File: src/rtl/core/aes_pkg.sv
// Package for the AES cipher: S-box tables, GF(2^8) helpers, FSM state type,
// controller/datapath command and status structs. No dependencies.
`default_nettype none
package aes_pkg;

    localparam int unsigned MaxRkWords = 60;
    localparam int unsigned RkAw = 6;

    localparam logic [1:0] KS_128 = 2'd0;
    localparam logic [1:0] KS_192 = 2'd1;

    localparam logic [2:0] REG_KEY_SIZE = 3'd0;
    localparam logic [2:0] REG_KEY_W0   = 3'd1;
    localparam logic [2:0] REG_KEY_W3   = 3'd4;

    localparam logic CMD_ENCRYPT = 1'b0;

    typedef enum logic [2:0] {
        ST_IDLE, ST_KLOAD, ST_KEXP, ST_RK_FETCH, ST_ROUND, ST_DONE
    } t_state;

    typedef struct packed {
        logic       load_block;
        logic       kload;
        logic       kexp;
        logic       rk_fetch;
        logic       round;
        logic       emit;
        logic [5:0] word_idx;
        logic [3:0] round_idx;
        logic       first_round;
        logic       last_round;
    } t_cmd;

    typedef struct packed {
        logic       out_busy;
        logic [3:0] nr;
        logic [3:0] nk;
        logic       decrypt;
    } t_status;

    function automatic logic [7:0] sbox(input logic [7:0] a);
        logic [7:0] t [256];
        t = '{
8'h63,8'h7c,8'h77,8'h7b,8'hf2,8'h6b,8'h6f,8'hc5,8'h30,8'h01,8'h67,8'h2b,8'hfe,8'hd7,8'hab,8'h76,
8'hca,8'h82,8'hc9,8'h7d,8'hfa,8'h59,8'h47,8'hf0,8'had,8'hd4,8'ha2,8'haf,8'h9c,8'ha4,8'h72,8'hc0,
8'hb7,8'hfd,8'h93,8'h26,8'h36,8'h3f,8'hf7,8'hcc,8'h34,8'ha5,8'he5,8'hf1,8'h71,8'hd8,8'h31,8'h15,
8'h04,8'hc7,8'h23,8'hc3,8'h18,8'h96,8'h05,8'h9a,8'h07,8'h12,8'h80,8'he2,8'heb,8'h27,8'hb2,8'h75,
8'h09,8'h83,8'h2c,8'h1a,8'h1b,8'h6e,8'h5a,8'ha0,8'h52,8'h3b,8'hd6,8'hb3,8'h29,8'he3,8'h2f,8'h84,
8'h53,8'hd1,8'h00,8'hed,8'h20,8'hfc,8'hb1,8'h5b,8'h6a,8'hcb,8'hbe,8'h39,8'h4a,8'h4c,8'h58,8'hcf,
8'hd0,8'hef,8'haa,8'hfb,8'h43,8'h4d,8'h33,8'h85,8'h45,8'hf9,8'h02,8'h7f,8'h50,8'h3c,8'h9f,8'ha8,
8'h51,8'ha3,8'h40,8'h8f,8'h92,8'h9d,8'h38,8'hf5,8'hbc,8'hb6,8'hda,8'h21,8'h10,8'hff,8'hf3,8'hd2,
8'hcd,8'h0c,8'h13,8'hec,8'h5f,8'h97,8'h44,8'h17,8'hc4,8'ha7,8'h7e,8'h3d,8'h64,8'h5d,8'h19,8'h73,
8'h60,8'h81,8'h4f,8'hdc,8'h22,8'h2a,8'h90,8'h88,8'h46,8'hee,8'hb8,8'h14,8'hde,8'h5e,8'h0b,8'hdb,
8'he0,8'h32,8'h3a,8'h0a,8'h49,8'h06,8'h24,8'h5c,8'hc2,8'hd3,8'hac,8'h62,8'h91,8'h95,8'he4,8'h79,
8'he7,8'hc8,8'h37,8'h6d,8'h8d,8'hd5,8'h4e,8'ha9,8'h6c,8'h56,8'hf4,8'hea,8'h65,8'h7a,8'hae,8'h08,
8'hba,8'h78,8'h25,8'h2e,8'h1c,8'ha6,8'hb4,8'hc6,8'he8,8'hdd,8'h74,8'h1f,8'h4b,8'hbd,8'h8b,8'h8a,
8'h70,8'h3e,8'hb5,8'h66,8'h48,8'h03,8'hf6,8'h0e,8'h61,8'h35,8'h57,8'hb9,8'h86,8'hc1,8'h1d,8'h9e,
8'he1,8'hf8,8'h98,8'h11,8'h69,8'hd9,8'h8e,8'h94,8'h9b,8'h1e,8'h87,8'he9,8'hce,8'h55,8'h28,8'hdf,
8'h8c,8'ha1,8'h89,8'h0d,8'hbf,8'he6,8'h42,8'h68,8'h41,8'h99,8'h2d,8'h0f,8'hb0,8'h54,8'hbb,8'h16
        };
        return t[a];
    endfunction

    function automatic logic [7:0] inv_sbox(input logic [7:0] a);
        logic [7:0] t [256];
        t = '{
8'h52,8'h09,8'h6a,8'hd5,8'h30,8'h36,8'ha5,8'h38,8'hbf,8'h40,8'ha3,8'h9e,8'h81,8'hf3,8'hd7,8'hfb,
8'h7c,8'he3,8'h39,8'h82,8'h9b,8'h2f,8'hff,8'h87,8'h34,8'h8e,8'h43,8'h44,8'hc4,8'hde,8'he9,8'hcb,
8'h54,8'h7b,8'h94,8'h32,8'ha6,8'hc2,8'h23,8'h3d,8'hee,8'h4c,8'h95,8'h0b,8'h42,8'hfa,8'hc3,8'h4e,
8'h08,8'h2e,8'ha1,8'h66,8'h28,8'hd9,8'h24,8'hb2,8'h76,8'h5b,8'ha2,8'h49,8'h6d,8'h8b,8'hd1,8'h25,
8'h72,8'hf8,8'hf6,8'h64,8'h86,8'h68,8'h98,8'h16,8'hd4,8'ha4,8'h5c,8'hcc,8'h5d,8'h65,8'hb6,8'h92,
8'h6c,8'h70,8'h48,8'h50,8'hfd,8'hed,8'hb9,8'hda,8'h5e,8'h15,8'h46,8'h57,8'ha7,8'h8d,8'h9d,8'h84,
8'h90,8'hd8,8'hab,8'h00,8'h8c,8'hbc,8'hd3,8'h0a,8'hf7,8'he4,8'h58,8'h05,8'hb8,8'hb3,8'h45,8'h06,
8'hd0,8'h2c,8'h1e,8'h8f,8'hca,8'h3f,8'h0f,8'h02,8'hc1,8'haf,8'hbd,8'h03,8'h01,8'h13,8'h8a,8'h6b,
8'h3a,8'h91,8'h11,8'h41,8'h4f,8'h67,8'hdc,8'hea,8'h97,8'hf2,8'hcf,8'hce,8'hf0,8'hb4,8'he6,8'h73,
8'h96,8'hac,8'h74,8'h22,8'he7,8'had,8'h35,8'h85,8'he2,8'hf9,8'h37,8'he8,8'h1c,8'h75,8'hdf,8'h6e,
8'h47,8'hf1,8'h1a,8'h71,8'h1d,8'h29,8'hc5,8'h89,8'h6f,8'hb7,8'h62,8'h0e,8'haa,8'h18,8'hbe,8'h1b,
8'hfc,8'h56,8'h3e,8'h4b,8'hc6,8'hd2,8'h79,8'h20,8'h9a,8'hdb,8'hc0,8'hfe,8'h78,8'hcd,8'h5a,8'hf4,
8'h1f,8'hdd,8'ha8,8'h33,8'h88,8'h07,8'hc7,8'h31,8'hb1,8'h12,8'h10,8'h59,8'h27,8'h80,8'hec,8'h5f,
8'h60,8'h51,8'h7f,8'ha9,8'h19,8'hb5,8'h4a,8'h0d,8'h2d,8'he5,8'h7a,8'h9f,8'h93,8'hc9,8'h9c,8'hef,
8'ha0,8'he0,8'h3b,8'h4d,8'hae,8'h2a,8'hf5,8'hb0,8'hc8,8'heb,8'hbb,8'h3c,8'h83,8'h53,8'h99,8'h61,
8'h17,8'h2b,8'h04,8'h7e,8'hba,8'h77,8'hd6,8'h26,8'he1,8'h69,8'h14,8'h63,8'h55,8'h21,8'h0c,8'h7d
        };
        return t[a];
    endfunction

    function automatic logic [7:0] xtime(input logic [7:0] a);
        return {a[6:0], 1'b0} ^ (a[7] ? 8'h1b : 8'h00);
    endfunction

endpackage
`default_nettype wire

File: src/rtl/core/aes_ctrl.sv
// Controller FSM for the AES cipher: key loading, key expansion, round sequencing.
// Depends on aes_pkg.
`default_nettype none
module aes_ctrl
    import aes_pkg::*;
(
    input  wire logic    i_clk,
    input  wire logic    i_rst_n,
    input  wire logic    i_in_valid,
    output logic         o_in_ready,
    input  wire logic    i_sched_clear,
    input  wire t_status i_status,
    output t_cmd         o_cmd
);

    t_state     r_state, n_state;
    logic [5:0] r_idx, n_idx;
    logic [3:0] r_round, n_round;
    logic       r_sched_ok, n_sched_ok;
    logic [5:0] total_words;

    assign total_words = 6'(({2'b0, i_status.nr} + 6'd1) << 2);

    always_comb begin
        n_state    = r_state;
        n_idx      = r_idx;
        n_round    = r_round;
        n_sched_ok = r_sched_ok;
        case (r_state)
            ST_IDLE: begin
                if (i_in_valid && !i_status.out_busy) begin
                    n_idx = '0;
                    n_state = r_sched_ok ? ST_RK_FETCH : ST_KLOAD;
                end
            end
            ST_KLOAD: begin
                n_idx = r_idx + 6'd1;
                if (r_idx == 6'(i_status.nk - 4'd1)) n_state = ST_KEXP;
            end
            ST_KEXP: begin
                n_idx = r_idx + 6'd1;
                if (r_idx == total_words - 6'd1) begin
                    n_state = ST_RK_FETCH;
                    n_sched_ok = 1'b1;
                end
            end
            ST_RK_FETCH: begin
                n_round = i_status.decrypt ? i_status.nr : 4'd0;
                n_idx = '0;
                n_state = ST_ROUND;
            end
            ST_ROUND: begin
                n_idx = r_idx + 6'd1;
                if (r_idx[1:0] == 2'd3) begin
                    if (i_status.decrypt ? (r_round == 4'd0) : (r_round == i_status.nr))
                        n_state = ST_DONE;
                    else
                        n_round = i_status.decrypt ? r_round - 4'd1 : r_round + 4'd1;
                end
            end
            ST_DONE: n_state = ST_IDLE;
            default: n_state = ST_IDLE;
        endcase
        if (i_sched_clear) n_sched_ok = 1'b0;
    end

    always_comb begin
        o_cmd = '0;
        o_in_ready = 1'b0;
        o_cmd.word_idx = r_idx;
        o_cmd.round_idx = r_round;
        o_cmd.first_round = i_status.decrypt ? (r_round == i_status.nr) : (r_round == 4'd0);
        o_cmd.last_round = i_status.decrypt ? (r_round == 4'd0) : (r_round == i_status.nr);
        case (r_state)
            ST_IDLE: begin
                o_in_ready = !i_status.out_busy;
                o_cmd.load_block = i_in_valid && !i_status.out_busy;
            end
            ST_KLOAD:    o_cmd.kload = 1'b1;
            ST_KEXP:     o_cmd.kexp = 1'b1;
            ST_RK_FETCH: o_cmd.rk_fetch = 1'b1;
            ST_ROUND:    o_cmd.round = 1'b1;
            ST_DONE:     o_cmd.emit = 1'b1;
            default:     o_cmd = '0;
        endcase
    end

    always_ff @(posedge i_clk) begin
        if (!i_rst_n) begin
            r_state <= ST_IDLE;
            r_idx <= '0;
            r_round <= '0;
            r_sched_ok <= 1'b0;
        end else begin
            r_state <= n_state;
            r_idx <= n_idx;
            r_round <= n_round;
            r_sched_ok <= n_sched_ok;
        end
    end

endmodule
`default_nettype wire

File: config.mk
export PLATFORM = sky130hd
export DESIGN_NAME = aes_ctrl
export DESIGN_NICKNAME = d
export VERILOG_FILES = /design/src/rtl/core/aes_pkg.sv /design/src/rtl/core/aes_ctrl.sv
export SDC_FILE = /design/constraint.sdc
export NUM_CORES = 1
export LEC_CHECK = 0
export ABC_AREA = 1
export CORE_ASPECT_RATIO = 0.6
export CORE_UTILIZATION = 33
export DETAILED_ROUTE_END_ITERATION = 6
export DONT_BUFFER_PORTS = 1
export PLACE_DENSITY = 0.46
export SLEW_MARGIN = 20
export SYNTH_ARGS = -nofsm -noshare
export SYNTH_HDL_FRONTEND = slang
export SYNTH_SLANG_ARGS = --single-unit
File: constraint.sdc
create_clock -name i_clk -period 1.9 [get_ports i_clk]
set_input_delay 0.475 -clock i_clk [delete_from_list [all_inputs] [get_ports i_clk]]
set_output_delay 0.475 -clock i_clk [all_outputs]
set_load 0.005 [all_outputs]
Yosys cells after proc, flatten, opt, wreduce, memory -nomap -nowiden
Cells that the tools add are included.
{"block": "word_totals", "output_inout_bits": 19, "input_bits": 14, "elab_cells": 63, "regBits": 14}
{"block": "op_classes", "n_addsub": 6, "n_reduce_logical": 13, "mux": 24, "n_bitwise": 1, "eq_ne": 15}
{"operator": "$pmux 6 s3", "count": 1}
{"operator": "$mux 4", "count": 4}
{"operator": "$mux 3", "count": 5}
{"operator": "$pmux 3 s5", "count": 1}
{"operator": "$eq 6x6->1", "count": 2}
{"operator": "$mux 12", "count": 1}
{"operator": "$ne 2x2->1 const B", "count": 6}
{"operator": "$mux 1", "count": 9}
{"operator": "$add 4x1->4 const B", "count": 2}
{"operator": "$pmux 4 s2", "count": 1}
{"operator": "$add 6x1->6 const B", "count": 1}
{"operator": "$eq 3x2->1 const B", "count": 2}
{"operator": "$eq 3x3->1 const B", "count": 2}
{"operator": "$mux 6", "count": 1}
{"operator": "$reduce_or 6->1", "count": 1}
{"operator": "$sub 6x1->6 const B", "count": 1}
{"operator": "$reduce_and 5->1", "count": 1}
{"operator": "$sub 4x1->5 const B", "count": 1}
{"operator": "$eq 4x4->1", "count": 1}
{"operator": "$logic_not 4->1", "count": 1}
{"operator": "$reduce_and 2->1", "count": 2}
{"operator": "$sub 4x1->4 const B", "count": 1}
{"operator": "$eq 3x1->1 const B", "count": 1}
{"operator": "$logic_not 3->1", "count": 1}
{"operator": "other kinds (10)", "count": 10}

Logic depth before layout (Yosys ltp)
{"block": "logic_depth", "ltp_word": 5, "mapped_depth": 12, "ltp_nobuf": 12}

Worst setup path before layout
Ideal clock, no wire load.
{"block": "synth_timing", "path_type": "input-to-reg", "start": "in i_status[1] in the netlist's numbering", "end": "reg r_state[1]", "stages": 11, "arrival_time_ns": 1.515, "required_ns": 1.814, "setup_ns": 0.086, "setup_slack_ns": 0.299, "path_buffers": 0, "path_cell_list": "inv_1 ha_1 nand2_1 inv_1 nor2_1 nand3_1 nor2_1 nand2_1 a21oi_1 nand2_1 a211oi_1"}
{"block": "synth_via", "elab_chain_len": 4}
{"element": "start, declared", "line": "aes_ctrl.sv:12", "rtl": "input wire t_status i_status,"}
{"element": "$sub 4x1->5", "line": "aes_ctrl.sv:38", "rtl": "if (r_idx == 6'(i_status.nk - 4'd1)) n_state = ST_KEXP;"}
{"element": "$eq 6x6->1", "line": "aes_ctrl.sv:38"}
{"element": "$ne 2x2->1 (no source line)"}
{"element": "$reduce_and 5->1 (no source line)"}
{"element": "end signal, assigned", "line": "aes_ctrl.sv:95", "rtl": "r_state <= n_state;"}
{"element": "end, declared", "line": "aes_ctrl.sv:16", "rtl": "t_state r_state, n_state;"}
No other way between the ends.
A chain may end at the register's enable or synchronous reset.

==> Flow_metrics.wiki <==
{| class="wikitable"
! Metric !! Value
|-
| Synth-to-layout area growth || 9.656%
|-
| Seq cells post-synth || 14
|-
| Total area of sequential cells || 280.3 sq um
|-
| Post-route standard cell area excluding fillers || 1393 sq um
|-
| Starting utilization of the core area || 0.3451
|-
| Most frequent standard cell in the layout excluding fill and tap cells || sky130_fd_sc_hd__nand2_1
|-
| Diodes inserted || 0
|-
| Number of clock buffers inserted by TritonCTS || 3
|-
| Cell Pwr Density || 820.6 nW/um^2
|-
| Detail Route Antenna Nets || 0
|-
| Deepest clock path buffer count || 2
|-
| Outcome || finished clean
|-
| Worst min-delay path category || input port to flop
|-
| Detailed placement HPWL || 2895 um
|-
| Total clock sinks || 14
|-
| Commonest cells after routing, fill and taps aside || sky130_fd_sc_hd__nand2_1 (51), sky130_fd_sc_hd__nor2_1 (35), sky130_fd_sc_hd__inv_1 (29)
|-
| Post-place setup slack || 0.1807 ns
|-
| Unique cell type count in the Yosys netlist || 28
|-
| Die H || 50.05 um
|-
| Cell count after placement || 257
|-
| Cell Area, Placed || 1325 sq um
|-
| Sequential area share after synthesis || 0.2207
|-
| Non-filler instance count after layout || 261
|-
| Final Skew || around 0.0024 ns
|-
| Relative slew slack || 0.8011
|-
| Total of hold buffers inserted after clock tree synthesis || 0
|-
| Setup repair after global routing missed its margin || no
|-
| Reg-to-reg setup timing slack || ~0.25 ns
|-
| Ratio of cells with drive above 1 in the final layout || 0.09813
|-
| Filler cell count || 419
|-
| Total number of yosys warnings || 0
|-
| Violation count after the first detailed-routing iteration || ~80
|-
| Antenna violations before repair || 0
|-
| Total number of vias || about 1,300
|-
| Length in cells of the worst reg-to-reg path || 6
|-
| Total Nets Final || 235
|-
| Max-cap check violation count || 0
|-
| Gate count after technology mapping || 211
|-
| Total Routing Usage GR || 0.1913
|-
| Average wire length per cell after detail routing || 13.46 um
|-
| Core Footprint || 3680 sq um
|-
| First-pass iteration count of the detailed router || 4
|-
| Top fanout value on the critical path || 5
|-
| Highest Clock Rate || 557.4 MHz
|-
| Time the worst path needs with I/O delays and setup || 1.794 ns
|-
| Multi-input gate area || between 800 and 900 sq um
|-
| CTS tree || done
|-
| Maximum VDD drop || 0.4148 mV
|-
| Total global routing overflow || 0
|-
| Worst-case hold path end point || r_sched_ok$_SDFFE_PP0P_
|-
| Critical path class || flop to output pin
|-
| CP startpoint kind || flop
|-
| H-tree depth || 1
|-
| Clock insertion delay at the later pin of the skew report || 0.25 ns
|-
| Reg2Reg Capture Point || r_round[2]$_SDFFE_PN0P_
|-
| Wire length of the first global-routing pass || 5851 um
|-
| Worst reg2reg startpoint || r_round[0]$_SDFFE_PN0P_
|-
| Hold Violations, Final || 0
|-
| Least setup slack across all paths after layout || 0.1060 ns
|-
| Count of cells along the worst hold path || 1
|-
| Total setup violations reported at the end of the flow || 0
|-
| Cell area after technology mapping || 1270 sq um
|-
| X dimension of the die || 82.09 um
|-
| Total I/O pin count || 33
|-
| Wire length reported by the detailed router || 3514 um
|-
| Clk root buf || sky130_fd_sc_hd__clkbuf_8
|-
| Hold path startpoint || i_sched_clear
|-
| Crit. End Element || output pin
|-
| Share of the clock period used by the worst path after layout || 0.9442
|-
| CTS clock-pin slew for the worst setup and hold paths || 0.06 ns
|-
| Worst Tran Pin Value || 0.2960 ns
|-
| Maximum number of pins on one net before global-route repair || 13
|-
| Num rows || 17
|-
| Number of remaining DRC errors || 0
|-
| Total of buffers placed on input and output ports || 0
|-
| Accumulated negative setup slack || 0 ns
|-
| Leakage || 0.6033 nW
|-
| Required time reported for the critical path endpoint || 1.42 ns
|-
| Final slew viol count || 0
|-
| CP Data Arrival Time || 1.32 ns
|-
| Via count of the first global-routing pass || 1,196
|-
| Die area || about 4100 sq um
|-
| Post-synth net total || approximately 230
|-
| Vias per inst || 4.943
|-
| Routability cong. || a little under 0.9
|-
| Mean instance size in the synthesized netlist || 6.019 sq um
|}
==> cell families (layout without fill, tap and decap cells) <==
logic type / Yosys count / after routing / share of synthesized area
buffers and inverters: 35 / 38 / 0.1034
AO/OA/AOI/OAI: 29 / 29 / 0.1301
adder cells (fa/ha/maj): 6 / 6 / 0.06503
AND/OR/NAND/NOR: 120 / 120 / 0.4325
flip-flops: 14 / 14 / 0.2207
XOR/XNOR: 7 / 7 / 0.04828
==> area by class of cell <==
| class | count | area share |
|---|---|---|
| Tap cell | 47 | 0.04223 |
| Multi-Input combinational cell | 162 | 0.6226 |
| Clock buffer | 4 | 0.03953 |
| Inverter | 34 | 0.09434 |
| Sequential cell | 14 | 0.2013 |
==> worst max-delay path: stages (launching register included) <==
cell,delay (ns)
sky130_fd_sc_hd__dfxtp_1,0.39
sky130_fd_sc_hd__nor4_2,0.33
sky130_fd_sc_hd__nand2_1,0.15
sky130_fd_sc_hd__a21oi_1,0.21
==> what timing repair did <==
action | 4_1_cts | 5_1_grt
hold endpoints to repair | 0 | 0
setup buffers | 0 | 0
gates resized for setup | 0 | 3
setup endpoints to repair | 0 | 11
==> worst max-delay path by stage <==
stage,startpoint,endpoint,slack (ns),depth (start not counted)
6_report,r_round[3]$_SDFFE_PN0P_,o_cmd[0],0.11,3
5_1_grt,r_state[2]$_SDFFE_PN0P_,o_cmd[0],0.002,3
4_1_cts,r_round[3]$_SDFFE_PN0P_,o_cmd[0],0.06,3
3_5_place_dp,i_status[1],r_state[1]$_SDFFE_PN0P_,0.18,11
3_3_place_gp,i_status[0],r_round[2]$_SDFFE_PN0P_,0.20,6
2_1_floorplan,i_status[1],r_state[1]$_SDFFE_PN0P_,0.30,11
==> per-layer routing <==
layer  routed length [um]  global-route usage
met2                 1321              0.2493
met4                   13             0.02924
met3                  291             0.06111
met5                    0                   0
met1                 1887              0.2983
==> synthesized netlist by cell type, drive strengths merged <==
cell    number  area, sq um
inv         33        123.9
fa           1        20.02
nor4         2        12.51
nor3b        1        7.510
nand2       56        242.7
nand3       15        85.08
nand3b       1        7.510
clkinv       1        3.750
o22ai        2        12.51
clkbuf       1        3.750
ha           5        62.56
o21ai       10        57.56
xor2         6        52.55
a21oi       13        65.06
nor2        37        146.4
o211ai       1        7.510
nor3         6        35.03
nand4        2        12.51
a211oi       3        22.52
dfxtp       14        280.3
xnor2        1        8.760
==> where the power goes <==
part	switching [W]	total [W]	internal, W	leakage [nW]
Combinational	0.000311	0.000462	0.000152	0.461
Clock	0.000117	0.000301	0.000184	0.0288
Sequential	0.0000481	0.000379	0.000331	0.113
Total	0.000476	0.00114	0.000667	0.603
==> registers in the layout (all words and copies together), names as in the netlist <==
name and cells:
r_idx 6, r_round 4, r_sched_ok 1, r_state 3
==> stage by stage <==
stage	total power, W	hold WS [ns]	util
final	0.001143	0.3002	0.3784
after floorplan	0.0007490	0.4285	-
after detailed placement	0.0008453	0.4558	0.3601
after global placement	0.0008400	0.4421	0.3601
after CTS	0.001152	0.2933	0.3750
after global routing	0.001247	0.2821	0.3784
No activity file was read; power rests on OpenSTA's default activity.
